### src/rtl/core/cre_pkg.sv
// Package of the character range expander: character constants, range test,
// and the command/status structs between controller and datapath.
`default_nettype none

package cre_pkg;

   localparam logic [7:0] DASH_CHAR  = 8'h2D;
   localparam logic [7:0] DIGIT_LO   = 8'h30;
   localparam logic [7:0] DIGIT_HI   = 8'h39;
   localparam logic [7:0] LOWER_LO   = 8'h61;
   localparam logic [7:0] LOWER_HI   = 8'h7A;
   localparam logic [7:0] UPPER_LO   = 8'h41;
   localparam logic [7:0] UPPER_HI   = 8'h5A;

   typedef struct packed {
      logic load;   // take the input word
      logic push;   // move one byte into the output register
   } dp_cmd_type;

   typedef struct packed {
      logic emits;      // the input word yields at least one output word
      logic at_end;     // cursor sits on the closing byte
      logic slot_free;  // output register can take a word this cycle
   } dp_status_type;

   function automatic logic in_class(input logic [7:0] p, input logic [7:0] n,
                                     input logic [7:0] lo, input logic [7:0] hi);
      in_class = (p >= lo) && (p < hi) && (n > lo) && (n <= hi);
   endfunction

   function automatic logic forms_range(input logic [7:0] p, input logic [7:0] n);
      forms_range = in_class(p, n, DIGIT_LO, DIGIT_HI)
                 || in_class(p, n, LOWER_LO, LOWER_HI)
                 || in_class(p, n, UPPER_LO, UPPER_HI);
   endfunction

endpackage

`default_nettype wire

### src/rtl/core/cre_if.sv
// Valid/ready channel interfaces of the range expander (request and response).
// Standalone; no package dependency.
`default_nettype none

interface cre_req_if;
   logic       valid;
   logic       ready;
   logic [7:0] in_char;
   logic       in_last;

   modport source (output valid, output in_char, output in_last, input ready);
   modport sink   (input valid, input in_char, input in_last, output ready);
endinterface

interface cre_rsp_if;
   logic       valid;
   logic       ready;
   logic [7:0] out_char;
   logic       out_last;

   modport source (output valid, output out_char, output out_last, input ready);
   modport sink   (input valid, input out_char, input out_last, output ready);
endinterface

`default_nettype wire

### src/rtl/core/cre_ctrl.sv
// Controller of the range expander: idle/run sequencing of the datapath.
// Depends on cre_pkg.
`default_nettype none

module cre_ctrl (
   input  wire logic                   clock,
   input  wire logic                   reset,
   input  wire logic                   req_valid,
   output logic                        req_ready,
   input  wire cre_pkg::dp_status_type status,
   output cre_pkg::dp_cmd_type         cmd
);
   import cre_pkg::*;

   typedef enum logic {
      ST_IDLE,
      ST_RUN
   } state_type;

   state_type state_ff;
   state_type state_in;

   assign req_ready = (state_ff == ST_IDLE);
   assign cmd.load  = (state_ff == ST_IDLE) && req_valid;
   assign cmd.push  = (state_ff == ST_RUN) && status.slot_free;

   always_comb begin
      state_in = state_ff;
      case (state_ff)
         ST_IDLE: begin
            if (cmd.load && status.emits) state_in = ST_RUN;
         end
         ST_RUN: begin
            if (cmd.push && status.at_end) state_in = ST_IDLE;
         end
         default: state_in = ST_IDLE;
      endcase
   end

   always_ff @(posedge clock) begin
      if (reset) begin
         state_ff <= ST_IDLE;
      end else begin
         state_ff <= state_in;
      end
   end

endmodule

`default_nettype wire

### src/rtl/core/cre_datapath.sv
// Datapath of the range expander: string state, range cursor, output register.
// Depends on cre_pkg.
`default_nettype none

module cre_datapath (
   input  wire logic                clock,
   input  wire logic                reset,
   input  wire logic [7:0]          in_char,
   input  wire logic                in_last,
   input  wire cre_pkg::dp_cmd_type cmd,
   output cre_pkg::dp_status_type   status,
   output logic                     rsp_valid,
   input  wire logic                rsp_ready,
   output logic [7:0]               out_char,
   output logic                     out_last
);
   import cre_pkg::*;

   logic [7:0] prev_ff,   prev_in;
   logic       have_ff,   have_in;
   logic       dash_ff,   dash_in;
   logic [7:0] cursor_ff, cursor_in;
   logic [7:0] end_ff,    end_in;
   logic       last_ff,   last_in;
   logic       valid_ff,  valid_in;
   logic [7:0] char_ff,   char_in;
   logic       olast_ff,  olast_in;

   logic hold;
   logic range_go;

   // non-leading dash that is not final waits for its closing byte
   assign hold     = !dash_ff && (in_char == DASH_CHAR) && have_ff && !in_last;
   // descending pair would emit only the closing byte
   assign range_go = dash_ff && forms_range(prev_ff, in_char) && (in_char > prev_ff);

   assign status.emits     = !hold;
   assign status.at_end    = (cursor_ff == end_ff);
   assign status.slot_free = !valid_ff || rsp_ready;

   always_comb begin
      prev_in   = prev_ff;
      have_in   = have_ff;
      dash_in   = dash_ff;
      cursor_in = cursor_ff;
      end_in    = end_ff;
      last_in   = last_ff;
      valid_in  = valid_ff && !rsp_ready;
      char_in   = char_ff;
      olast_in  = olast_ff;
      if (cmd.load) begin
         dash_in   = hold;
         have_in   = !in_last;
         prev_in   = in_last ? 8'h00 : (hold ? prev_ff : in_char);
         cursor_in = range_go ? prev_ff + 8'd1 : in_char;
         end_in    = in_char;
         last_in   = in_last;
      end
      if (cmd.push) begin
         valid_in  = 1'b1;
         char_in   = cursor_ff;
         olast_in  = last_ff && status.at_end;
         cursor_in = cursor_ff + 8'd1;
      end
   end

   always_ff @(posedge clock) begin
      if (reset) begin
         prev_ff  <= 8'h00;
         have_ff  <= 1'b0;
         dash_ff  <= 1'b0;
         valid_ff <= 1'b0;
      end else begin
         prev_ff  <= prev_in;
         have_ff  <= have_in;
         dash_ff  <= dash_in;
         valid_ff <= valid_in;
      end
      cursor_ff <= cursor_in;
      end_ff    <= end_in;
      last_ff   <= last_in;
      char_ff   <= char_in;
      olast_ff  <= olast_in;
   end

   assign rsp_valid = valid_ff;
   assign out_char  = char_ff;
   assign out_last  = olast_ff;

endmodule

`default_nettype wire

### src/rtl/core/character_range_expander_unit.sv
// Flow: a word accepted in idle moves the controller to run, where the range
// cursor, one byte wide, pushes its bytes one by one into the output register
// whenever it has a free slot, so a stall on rsp holds the cursor. An input word
// yields N output words, N up to 25, and no new word is taken until the last one
// is pushed; a dash that is held yields none. Reset: synchronous, active high;
// clears string state and output valid; req ready is high in the cycle after reset.
`default_nettype none

module character_range_expander_unit (
   input  wire logic clock,
   input  wire logic reset,
   cre_req_if.sink   req_chan,
   cre_rsp_if.source rsp_chan
);
   import cre_pkg::*;

   dp_cmd_type    cmd;
   dp_status_type status;

   cre_ctrl u_ctrl (
      .clock     (clock),
      .reset     (reset),
      .req_valid (req_chan.valid),
      .req_ready (req_chan.ready),
      .status    (status),
      .cmd       (cmd)
   );

   cre_datapath u_datapath (
      .clock     (clock),
      .reset     (reset),
      .in_char   (req_chan.in_char),
      .in_last   (req_chan.in_last),
      .cmd       (cmd),
      .status    (status),
      .rsp_valid (rsp_chan.valid),
      .rsp_ready (rsp_chan.ready),
      .out_char  (rsp_chan.out_char),
      .out_last  (rsp_chan.out_last)
   );

endmodule

`default_nettype wire

### src/flat_wrapper.sv
// flat-port wrapper written by rule: the top's interface ports become plain ports
module character_range_expander_unit_flat import cre_pkg::*;
  (clock, reset, req_chan_valid, req_chan_in_char, req_chan_in_last, req_chan_ready, rsp_chan_valid, rsp_chan_out_char, rsp_chan_out_last, rsp_chan_ready);
  cre_req_if req_chan_i ();
  cre_rsp_if rsp_chan_i ();
  input  wire logic clock;
  input  wire logic reset;
  input wire logic [$bits(req_chan_i.valid)-1:0] req_chan_valid;
  input wire logic [$bits(req_chan_i.in_char)-1:0] req_chan_in_char;
  input wire logic [$bits(req_chan_i.in_last)-1:0] req_chan_in_last;
  output wire logic [$bits(req_chan_i.ready)-1:0] req_chan_ready;
  output wire logic [$bits(rsp_chan_i.valid)-1:0] rsp_chan_valid;
  output wire logic [$bits(rsp_chan_i.out_char)-1:0] rsp_chan_out_char;
  output wire logic [$bits(rsp_chan_i.out_last)-1:0] rsp_chan_out_last;
  input wire logic [$bits(rsp_chan_i.ready)-1:0] rsp_chan_ready;
  assign req_chan_i.valid = req_chan_valid;
  assign req_chan_i.in_char = req_chan_in_char;
  assign req_chan_i.in_last = req_chan_in_last;
  assign req_chan_ready = req_chan_i.ready;
  assign rsp_chan_valid = rsp_chan_i.valid;
  assign rsp_chan_out_char = rsp_chan_i.out_char;
  assign rsp_chan_out_last = rsp_chan_i.out_last;
  assign rsp_chan_i.ready = rsp_chan_ready;
  character_range_expander_unit u_core (.clock(clock), .reset(reset), .req_chan(req_chan_i), .rsp_chan(rsp_chan_i));
endmodule
### config.mk
export PLATFORM = sky130hd
export DESIGN_NAME = character_range_expander_unit_flat
export DESIGN_NICKNAME = d
export VERILOG_FILES = /design/src/rtl/core/cre_pkg.sv /design/src/rtl/core/cre_if.sv /design/src/rtl/core/cre_ctrl.sv /design/src/rtl/core/cre_datapath.sv /design/src/rtl/core/character_range_expander_unit.sv /design/src/flat_wrapper.sv
export SDC_FILE = /design/constraint.sdc
export NUM_CORES = 1
export LEC_CHECK = 0
export BUFFER_PORTS_ARGS = -buffer_cell sky130_fd_sc_hd__buf_2
export CORE_MARGIN = 2
export CORE_UTILIZATION = 55
export CTS_CLUSTER_SIZE = 16
export DETAILED_ROUTE_END_ITERATION = 8
export GPL_TIMING_DRIVEN = 1
export PLACE_DENSITY = 0.88
export REMOVE_ABC_BUFFERS = 1
export SLEW_MARGIN = 20
export SYNTH_ARGS = -nofsm -noshare
export SYNTH_HDL_FRONTEND = slang
export SYNTH_SLANG_ARGS = --single-unit
### constraint.sdc
create_clock -name clock -period 2.88 [get_ports clock]
set_input_delay 0.432 -clock clock [delete_from_list [all_inputs] [get_ports clock]]
set_output_delay 0.432 -clock clock [all_outputs]
set_load 0.01 [all_outputs]
After elaboration in Yosys (flattened, before gate mapping)
Cells that the tools add are included.
- add/sub/neg operators: 2
- magnitude comparators: 13
- equal/unequal tests: 3
- mux-type cells: 9
- bitwise operators: 1
- reductions and logical operators: 30
- operators with widths (kind ; number):
    2-to-1 mux 8 bit ; 5
    logical AND 1 bit ; 20
    adder 8 x 1 -> 8 bit, second input constant ; 2
    greater-or-equal comparator 8 x 7 -> 1 bit, second input constant ; 2
    greater-than comparator 8 x 7 -> 1 bit, second input constant ; 2
    less-or-equal comparator 8 x 7 -> 1 bit, second input constant ; 2
    < comparator 8 x 7 -> 1 bit, second input constant ; 2
    == test 8 x 6 -> 1 bit, second input constant ; 1
    == test 8 bit ; 1
    greater-or-equal comparator 8 x 6 -> 1 bit, second input constant ; 1
    greater-than comparator 8 x 6 -> 1 bit, second input constant ; 1
    greater-than comparator 8 bit ; 1
    less-or-equal comparator 8 x 6 -> 1 bit, second input constant ; 1
    < comparator 8 x 6 -> 1 bit, second input constant ; 1
    zero test 1 bit ; 5
    logical OR 1 bit ; 3
    2-to-1 mux 1 bit ; 3
    != test 2 bit, second input constant ; 1
    one-hot mux 1 bit (2 select lines) ; 1
    AND reduction 2 bit ; 1
    nonzero test 2 bit ; 1
    NOT 1 bit ; 1
- register bits after elaboration: 38
- logic and storage cells: 68

Depth between registers and ports, before layout
Gate-level depths: netlist (run 1).
- depth after elaboration: 11
- depth in mapped cells: 8

Modules after synthesis
Synthesis (run 1) repeated with hierarchy kept, for this count alone.
- cell total of the unflattened synthesis: 167
- area, all modules: 1984.4 um^2
- modules (own cells, without submodules) (module ; times used ; cells an instance ; area an instance (um^2) ; sequential area each (um^2)):
    cre_datapath ; 1 ; 161 ; 1930.6 ; 1001.0
    cre_ctrl ; 1 ; 6 ; 53.8 ; 20.0

Worst setup path after synthesis (run 1)
Ideal clock, no wire load.
- path kind: reg2reg
- from: register u_core.u_datapath.prev_ff[1]
- to: register u_core.u_datapath.cursor_ff[3], data pin
- data arrival time: 1994 ps
- data required time: 2625 ps
- slack: 631 ps
- cell stages (with the launch flop): 8
- clock period less this slack: 2249 ps
- path through: dfxtp_1 > inv_1 > ha_1 > or4_4 > o22a_1 > a211oi_4 > o31ai_1 > a31o_1
- longest elaborated chain between the ends: 11
- elaborated cells between the ends (all ways): 24
- RTL lines (item ; line ; RTL):
    start: declaration ; cre_datapath.sv:19 ; logic [7:0] prev_ff, prev_in;
    start signal: assignment ; cre_datapath.sv:74 ; prev_ff <= prev_in;
    greater-or-equal comparator 8 x 6 -> 1 bit, or another cell as far along ; cre_pkg.sv:28 ; in_class = (p >= lo) && (p < hi) && (n > lo) && (n <= hi);
    logical AND 1 bit (3 in a row) ; cre_pkg.sv:28 ;
    logical OR 1 bit ; cre_pkg.sv:33 ; || in_class(p, n, LOWER_LO, LOWER_HI)
    logical OR 1 bit ; cre_pkg.sv:34 ; || in_class(p, n, UPPER_LO, UPPER_HI);
    logical AND 1 bit (2 in a row) ; cre_datapath.sv:35 ; assign range_go = dash_ff && forms_range(prev_ff, in_char) && (in_char > prev_ff);
    2-to-1 mux 8 bit (*) ; cre_datapath.sv:55 ; cursor_in = range_go ? prev_ff + 8'd1 : in_char;
    2-to-1 mux 8 bit (*) ; cre_datapath.sv:51 ; if (cmd.load) begin
    2-to-1 mux 8 bit (*) ; cre_datapath.sv:59 ; if (cmd.push) begin
    via u_core.u_datapath.cursor_in[3] ; cre_datapath.sv:22 ; logic [7:0] cursor_ff, cursor_in;
    end signal: assignment ; cre_datapath.sv:79 ; cursor_ff <= cursor_in;
    end: declaration ; cre_datapath.sv:22 ;
Mark *: on every way through the listed nets, which the timed path passes. The rest lies on a longest branch. The select of a mux whose other input is x is not followed.
A chain may end at the register's enable or synchronous reset.

Worst setup path in the final report (run 1)
Ends and elaborated chain as after synthesis.

==> run metrics, run 1 <==
Slew Limit Fails=0; 1st-iter DRT viols=approximately 100; largest net degree at the start of global routing=17; Syn Area/Cell=about 11 µm²; post-CTS sizing=0; final std cells w/o fill=~260; Ys Warns=0; Hold Buf Count CTS=0; Setup crit start kind=register; post-route worst setup slack=481.1 ps; clock slew at reported path FFs=70 ps; PD cells=around 540 nW/µm²; vias per cell=slightly below 6; final hold violation count=0; die area=about 4300 µm²; placed insts=250; initial antenna violation count=0; wire per inst=15.73 µm; Starting Density=0.5745; Least-Margin Pin Slew=634.3 ps; status=completed; CTS sink cnt=38; MaxCap Viol Count=0; DRC=0; Vias=roughly 1500; fin crit share=0.8330; Critical Path RT=2930 ps; CTS tree=built; I/O pin cnt=24; Clk Latency, worst-skew pair=roughly 290 ps; number of flops mapped to enable cells by yosys=26; Slowest cell on crit path=or4_4; sum of negative setup slack=0 ps; PortBufs=23; Root Driver=clkbuf_8; vias in the first global route=1435; CP peak stage delay=between 400 and 500 ps; fmax=~420 MHz; critical path fanouts, max=10; fin crit period=2399 ps; Hold/Removal Path Class=primary input to register; most frequent cells in the layout=edfxtp_1, buf_2, inv_1; Overall Global Routing Usage=0.2205; ratio of cells with drive above 1 in the final layout=0.2000; setup bufs post-CTS=0; #FFs+latches synth=38; Syn-to-layout area delta=11.36%; DRT Pass-1 Iters=4; Clock Tree Buf Depth=2; Arrival @ worst endpoint=roughly 2500 ps; Mapped Cells=about 180; GRT Residual Overflow=0; RSZ-0062 raised after global routing=false; prevailing post-synth register cell=edfxtp_1; core area=3661 µm²; crit end category=register; asr flop ratio synth=0; H-tree depth=2; cts bufs inserted=5; Max-slew headroom=0.5755; first-pass GRT wire length=roughly 7000 µm; register area share after synthesis=0.4854; pre-CTS setup slack=425.8 ps; final net count=234; Static Leak=~0.89 nW; row cnt=22; final wirelength=slightly above 4000 µm; Setup-failing EPs final=0; critical path class=register to register; distinct cell type count after synthesis=46; Final GP Congestion=around 0.93; CP cell instances=inv_1, ha_1, or4_4, o22a_1, a211oi_4, o31ai_1, a31o_1; Ant. Diodes=0; commonest non-fill, non-tap cell in the layout=edfxtp_1; dpl hpwl=about 2800 µm; Worst Skew=about 5 ps; DIE WIDTH=between 60 and 70 µm; Die Y=between 60 and 70 µm; Antenna Nets Post-Route=0; mapped cell area=between 2000 and 2500 µm²; VDD IR-drop max=around 0.00032 V
## sequential cells by signal, summed over array words and instances, names as in the netlist, 8 cells and up
register / flops
u_core.u_datapath.cursor_ff: 8
u_core.u_datapath.end_ff: 8
u_core.u_datapath.out_char: 8
u_core.u_datapath.prev_ff: 8
## critical path: cells and delay by family, from the launching register on
kind	cells	cell delay (ps)
simple gates	1	470
compound gates	4	1000
flops	1	400
buf+inv	1	100
fa+ha+maj	1	180
## logic make-up after synthesis
logic type / synth area share
buffers and inverters: 0.04462
adder cells (fa/ha/maj): 0.07138
XOR/XNOR: 0.07079
flip-flops: 0.4854
AO/OA/AOI/OAI: 0.1636
AND/OR/NAND/NOR: 0.1642
## worst paths after layout
path,from,to,slack [ps],depth (start not counted)
setup / recovery,u_core.u_datapath.prev_ff[1],u_core.u_datapath.cursor_ff[3],480,7
setup reg to reg,u_core.u_datapath.prev_ff[1],u_core.u_datapath.cursor_ff[3],480,7
hold / removal,reset,u_core.u_ctrl.state_ff,350,2
hold reg to reg,u_core.u_ctrl.state_ff,u_core.u_datapath.rsp_valid,510,2
## layout make-up
cell class	instances	area [µm²]
Timing Repair Buffer	24	122.6
Clock buffer	8	90.09
Sequential cell	38	1021
Inverter	16	60.06
Multi-Input combinational cell	124	988.4
Tap cell	48	60.06
Fill cell	293	1319
## metrics by stage
step / total power (W) / instance area (µm²) / utilization / hold WS (ps)
2_1_floorplan: 0.0008109 / 2069 / - / 469.1
3_3_place_gp: 0.0008742 / 2252 / 0.6152 / 483.7
3_5_place_dp: 0.0008810 / 2252 / 0.6152 / 492.6
4_1_cts: 0.001259 / 2342 / 0.6398 / 343.1
5_1_grt: 0.001320 / 2342 / 0.6398 / 353.0
6_report: 0.001255 / 2342 / 0.6398 / 354.2
## synth_stat cells (2+ instances only)
cell	n	area, µm²
dfxtp_1	12	240.2
and4_1	2	17.52
nand2b_1	3	18.77
o22a_1	2	17.52
nor2b_1	3	18.77
a21oi_1	6	30.03
a31o_1	2	17.52
nor2_1	8	30.03
xor2_1	15	131.4
o31ai_1	4	30.03
a22o_1	9	78.83
edfxtp_1	26	780.8
o21ai_0	5	25.02
o21a_1	2	15.01
ha_1	12	150.1
a211oi_1	2	15.01
nand4_1	3	18.77
buf_6	2	22.52
and3_1	4	25.02
or4_1	2	15.01
xnor2_1	2	17.52
nand3_1	8	40.04
nand2_1	6	22.52
inv_1	16	60.06
or4_4	2	22.52
clkbuf_1	3	11.26
nor4_1	3	18.77
## power breakdown
part	internal, W	switching, W	leakage (nW)	total (W)
Sequential	0.000638	0.0000396	0.348	0.000677
Clock	0.000195	0.000187	0.0455	0.000383
Combinational	0.0000822	0.000113	0.499	0.000195
Total	0.000915	0.000339	0.893	0.00125
## metal layers
| layer | share of wire | track usage | vias to the layer above |
|---|---|---|---|
| li1 | - | - | 743 |
| met4 | 0.025 | 0.1094 | 0 |
| met3 | 0.054 | 0.06474 | 11 |
| met1 | 0.44 | 0.2715 | 692 |
| met5 | 0 | 0 | - |
| met2 | 0.48 | 0.3523 | 48 |
Note: power is estimated with default switching activity, not from simulation.
==> run 2: changes to the inputs <==
==> constraint.sdc (replaced) <==
create_clock -name clock -period 2.5 [get_ports clock]
set_input_delay 0.375 -clock clock [delete_from_list [all_inputs] [get_ports clock]]
set_output_delay 0.375 -clock clock [all_outputs]
set_load 0.01 [all_outputs]
==> run 2 against run 1 <==
Setup slack got worse by 370 ps; total power is 13% higher; count of clock-buffer cells in the layout shrank 2; final area up 2.1%; clock power increased by 5.5%; largest power group unchanged; critical path depth is 1 higher; register-to-register slack got worse by 370 ps; sequential cell count did not move; final cell count up 2.7%; sequential share of layout area decreased by 0.86 points.
==> run metrics, run 2 (synthesized netlist as in run 1, its figures left out) <==
reg-to-reg startpoint=u_core.u_datapath.prev_ff[1]; Clock Tree Buf Depth=2; crit end category=register; die area=approximately 4300 µm²; Cell Int Power=~0.0010 W; final wirelength=3897 µm; dpl hpwl=between 2000 and 3000 µm; ratio of cells with drive above 1 in the final layout=0.2396; vias per cell=around 5.7; CP peak stage delay=approximately 480 ps; Vias=approximately 1500; final hold violation count=0; first-pass GRT wire length=about 7000 µm; utilization after layout=0.6535; Critical Path End=u_core.u_datapath.cursor_ff[4]; Overall Global Routing Usage=0.2153; PortBufs=23; clock power share=0.286; Sequential Power Share=0.549; row cnt=22; Worst R2R Path Depth=8; core area=3661 µm²; PD cells=591.5 nW/µm²; fin crit period=~2400 ps; Static Leak=slightly above 0.9 nW; Ant. Diodes=0; DIE WIDTH=roughly 66 µm; fmax=between 400 and 500 MHz; initial antenna violation count=0; 1st-iter DRT viols=74; Die Y=between 60 and 70 µm; Antenna Nets Post-Route=0; CP cell instances=inv_1, ha_1, or4_4, o22a_1, a211oi_4, buf_4, o31ai_1, a31o_1; CP Launch Point=u_core.u_datapath.prev_ff[1]; final net count=between 200 and 250; Comb pwr share=0.165; H-tree depth=2; Net Sw Power=~0.00039 W; Setup crit start kind=register; Setup-failing EPs final=0; Final GP Congestion=approximately 0.9; DRC=0; r2r endpoint=u_core.u_datapath.cursor_ff[4]; Critical Path RT=approximately 2600 ps; switch share=0.2729; Starting Density=0.5745; Arrival @ worst endpoint=around 2400 ps; Syn-to-layout area delta=13.74%; most frequent cells in the layout=edfxtp_1, buf_2, inv_1; critical path fanouts, max=9; Hold/Removal Path Class=primary input to register; vias in the first global route=1527; CTS tree=built; wire per inst=14.71 µm; clock slew at reported path FFs=~70 ps; Worst Skew=6.494 ps; GRT Residual Overflow=0; R2R setup slack=120 ps; largest net degree at the start of global routing=17; I/O pin cnt=24; Slowest cell on crit path=or4_4; CTS sink cnt=38; status=completed; Least-Margin Pin Slew=around 500 ps; Clk Latency, worst-skew pair=290 ps; Root Driver=clkbuf_8; fin crit share=0.9536; VDD IR-drop max=0.0003889 V; DRT Pass-1 Iters=4; hold slack final=~300 ps; Slew Limit Fails=0; Hold Buf Count CTS=0; cts bufs inserted=5; MaxCap Viol Count=0; commonest non-fill, non-tap cell in the layout=edfxtp_1; critical path class=register to register; Max-slew headroom=0.6669
## run 2: metrics by stage
step | total power (W) | setup slack (ps) | setup TNS [ps] | cells | cell area, µm²
3_3_place_gp | 0.001014 | 126.5 | 0 | 256 | 2297
6_report | 0.001415 | 115.9 | 0 | 265 | 2392
2_1_floorplan | 0.0009342 | 250.5 | 0 | 178 | 2069
5_1_grt | 0.001493 | -7.246 | -7.967 | 265 | 2392
3_5_place_dp | 0.001022 | 75.91 | 0 | 256 | 2297
4_1_cts | 0.001429 | 98.65 | 0 | 264 | 2380
## run 2: critical path: cells and delay by family, from the launching register on
family          cells  cell delay (ps)
flops               1              410
simple gates        1              480
compound gates      4              770
buf+inv             2              300
fa+ha+maj           1              190
## run 2: cell type report
cell class | count | area [µm²]
Clock buffer | 6 | 72.57
Clock inverter | 2 | 10.01
Fill cell | 284 | 1269
Inverter | 16 | 60.06
Multi-Input combinational cell | 124 | 992.2
Sequential cell | 38 | 1022
Tap cell | 48 | 60.06
Timing Repair Buffer | 31 | 175.2
## run 2: how the worst min path moves through the flow
stage / from / end / slack (ps) / depth (start not counted)
global placement: u_core.u_ctrl.state_ff / u_core.u_datapath.rsp_valid / 480 / 2
finish: reset / u_core.u_ctrl.state_ff / 300 / 2
CTS: reset / u_core.u_ctrl.state_ff / 300 / 2
global route: req_chan_in_last / u_core.u_datapath.last_ff / 300 / 1
floorplan: reset / u_core.u_datapath.rsp_valid / 440 / 1
detailed placement: u_core.u_ctrl.state_ff / u_core.u_datapath.rsp_valid / 500 / 2
## run 2: timing repair
item	in CTS	in global routing
buffers inserted	0	1
setup endpoints to repair	0	5
gates resized for setup	0	2
endpoints found under the hold margin	0	0
## run 2: per-layer routing
metal  wire length, µm  up-vias  GRT usage
met1              1695      713     0.2578
met2              1916       37     0.3548
met3               174       10    0.05451
met4               110        0     0.1146
li1                  -      752          -
met5                 0        -          0
## run 2: power groups by stage
stage               sequential, W  clock [W]  combinational [W]
floorplan                0.000790          0           0.000145
CTS                      0.000776   0.000419           0.000234
finish                   0.000777   0.000404           0.000234
detailed placement       0.000790          0           0.000231
global placement         0.000788          0           0.000225
global route             0.000783   0.000447           0.000262
==> run 3: changes to the inputs <==
--- a/config.mk
+++ b/config.mk
@@ -5,13 +5,15 @@
 export SDC_FILE = /design/constraint.sdc
 export NUM_CORES = 1
 export LEC_CHECK = 0
+export ABC_AREA = 1
 export BUFFER_PORTS_ARGS = -buffer_cell sky130_fd_sc_hd__buf_2
+export CAP_MARGIN = 20
 export CORE_MARGIN = 2
 export CORE_UTILIZATION = 55
 export CTS_CLUSTER_SIZE = 16
 export DETAILED_ROUTE_END_ITERATION = 8
 export GPL_TIMING_DRIVEN = 1
-export PLACE_DENSITY = 0.88
+export PLACE_DENSITY = 0.87
 export REMOVE_ABC_BUFFERS = 1
 export SLEW_MARGIN = 20
 export SYNTH_ARGS = -nofsm -noshare
==> run 3 against run 2 <==
Routed wire length rose by 15%; combinational power is essentially flat; utilization increased by 0.30 points.
==> run metrics, run 3 <==
cts bufs inserted=5; final wirelength=about 4500 µm; fin crit share=0.7939; Critical Path RT=about 2600 ps; Ys Warns=0; Worst Skew=just under 6 ps; ratio of cells with drive above 1 in the final layout=0.1713; top-count cell post-synth=nand2_1; Clock Tree Buf Depth=2; cell family with most CP delay=flip-flops; cell mode on critical path=nand2_1; post-CTS sizing=0; sum of negative setup slack=0 ps; RSZ-0062 raised after global routing=false; CTS sink cnt=38; register area share after synthesis=0.4639; prevailing post-synth register cell=edfxtp_1; Ant. Diodes=0; vias per cell=5.476; number of flops mapped to enable cells by yosys=26; Final GP Congestion=0.8751; Cell Int Power=roughly 0.0010 W; 1st-iter DRT viols=between 100 and 150; #FFs+latches synth=38; setup bufs post-CTS=0; initial antenna violation count=0; critical path class=register to register; row cnt=22; GRT Max-Usage Layer=met2; area occupied by multi-input gates=1046 µm²; Crit path buffers/inverters=1; commonest non-fill, non-tap cell in the layout=nand2_1; met3 GRT Util=0.04167; distinct cell type count after synthesis=28; Setup-failing EPs final=0; H-tree depth=2; largest net degree at the start of global routing=16; DRC=0; DIE WIDTH=~67 µm; core area=3744 µm²; CP cell instances=inv_2, ha_1, nand2_1, o21ai_1, nand2_1, a21oi_2, nand3_1, nand3_1, nand2_1; MaxCap Viol Count=0; Antenna Nets Post-Route=0; placed inst area=about 2400 µm²; clock slew at reported path FFs=80 ps; die area=roughly 4500 µm²; Die Y=approximately 67 µm; Max-slew headroom=0.6974; clock power share=0.305; Syn-to-layout area delta=11.65%; critical path fanouts, max=7; PD cells=between 500 and 600 nW/µm²; most area-hungry cell type in the Yosys netlist=edfxtp_1; Clk Latency, worst-skew pair=approximately 290 ps; Mapped Cells=258; top cells by count, synth=nand2_1, edfxtp_1, nand3_1; PortBufs=23; Syn Area/Cell=between 8 and 9 µm²; GR Util met1=0.2819; status=completed; Root Driver=clkbuf_8; switch share=0.2821; I/O pin cnt=24; Slowest cell on crit path=dfxtp_1; Comb pwr share=0.162; Hold Buf Count CTS=0; final hold violation count=0; grt met2 use=0.4022; Arrival @ worst endpoint=between 2000 and 2500 ps; dpl hpwl=between 3000 and 4000 µm; Hold/Removal Path Class=primary input to register; vias in the first global route=between 1500 and 2000; Starting Density=0.5879; final net count=310; Setup crit start kind=register; Overall Global Routing Usage=0.2293; Net Sw Power=~0.0004 W; Slew Limit Fails=0; asr flop ratio synth=0; Final Instance Area=about 2500 µm²; CTS tree=built; first-pass GRT wire length=around 7700 µm; mapped cell area=about 2200 µm²; CP peak stage delay=about 470 ps; wire per inst=about 13 µm; fill count=around 330; synth top area cells=edfxtp_1, dfxtp_1, nand2_1, ha_1, nand3_1; Vias=1829; crit end category=register; GRT Residual Overflow=0; fmax=503.8 MHz; Least-Margin Pin Slew=452.9 ps; DRT Pass-1 Iters=4; most frequent cells in the layout=nand2_1, nand3_1, edfxtp_1; Sequential Power Share=0.533; Yosys top cell area share=0.3547; Reg area=approximately 1000 µm²; fin crit period=approximately 2000 ps; Static Leak=~1.1 nW; VDD IR-drop max=between 0.0002 and 0.0003 V
## run 3: cell types whose count changed in the layout (fill, tap and decap cells not counted), sizes merged, moves of 8 or more
cell   previous run  this run
buf              31        23
nand2             6        67
nand3             8        29
nor2              8        23
a22o              9         0
inv              16        32
o32ai             0         8
## run 3: kinds of logic (layout without fill, tap and decap cells)
family | after synthesis | count (layout) | share of synthesized area
AO/OA/AOI/OAI | 27 | 27 | 0.07903
XOR/XNOR | 15 | 15 | 0.05969
adder cells (fa/ha/maj) | 12 | 12 | 0.06822
buffers and inverters | 35 | 63 | 0.06083
flip-flops | 38 | 38 | 0.4639
AND/OR/NAND/NOR | 131 | 131 | 0.2683
## run 3: stage by stage
stage,utilization,instances,hold slack [ps],total power (W),setup slack (ps)
floorplan,-,255,439.3,0.0009394,744.0
global placement,0.6310,326,465.0,0.001009,544.8
detailed placement,0.6310,326,491.1,0.001021,498.1
CTS,0.6564,334,290.9,0.001451,521.5
global route,0.6564,334,304.1,0.001525,286.0
finish,0.6564,334,295.8,0.001451,515.2
## run 3: final timing paths
check	cells past startpoint	slack [ps]	end	from
worst max-delay path	9	520	u_core.u_datapath.cursor_ff[4]	u_core.u_datapath.prev_ff[3]
worst min register to register	2	500	u_core.u_datapath.have_ff	u_core.u_datapath.have_ff
worst max register to register	9	520	u_core.u_datapath.cursor_ff[4]	u_core.u_datapath.prev_ff[3]
worst min-delay path	1	300	u_core.u_datapath.last_ff	req_chan_in_last
## run 3: power groups by stage
| stage | logic, W | registers, W | clock network [W] |
|---|---|---|---|
| 3_5_place_dp | 0.000232 | 0.000788 | 0 |
| 3_3_place_gp | 0.000225 | 0.000785 | 0 |
| 6_report | 0.000235 | 0.000774 | 0.000443 |
| 4_1_cts | 0.000235 | 0.000774 | 0.000443 |
| 5_1_grt | 0.000269 | 0.000780 | 0.000476 |
| 2_1_floorplan | 0.000155 | 0.000785 | 0 |
## run 3: area by class of cell
class,count,share of cell area
flip-flops and latches,38,0.4155
repair buffers,23,0.04684
multi-input cells,185,0.4257
clock inverters,2,0.005092
clock buffers,6,0.03360
inverters,32,0.04888
well taps,48,0.02444
## run 3: metal layers
layer  share of wire  wire (µm)  up-vias
met5               0          0        -
met4           0.023        101        0
met3           0.052        231       12
met2            0.50       2226       53
met1            0.43       1923      838
li1                -          -      926
## run 3: worst register-to-register path, cell delays in order, from the launching register on
cell and delay, ps:
dfxtp_1 470, inv_2 90, ha_1 310, nand2_1 70
o21ai_1 140, nand2_1 80, a21oi_2 300, nand3_1 130
nand3_1 110, nand2_1 60
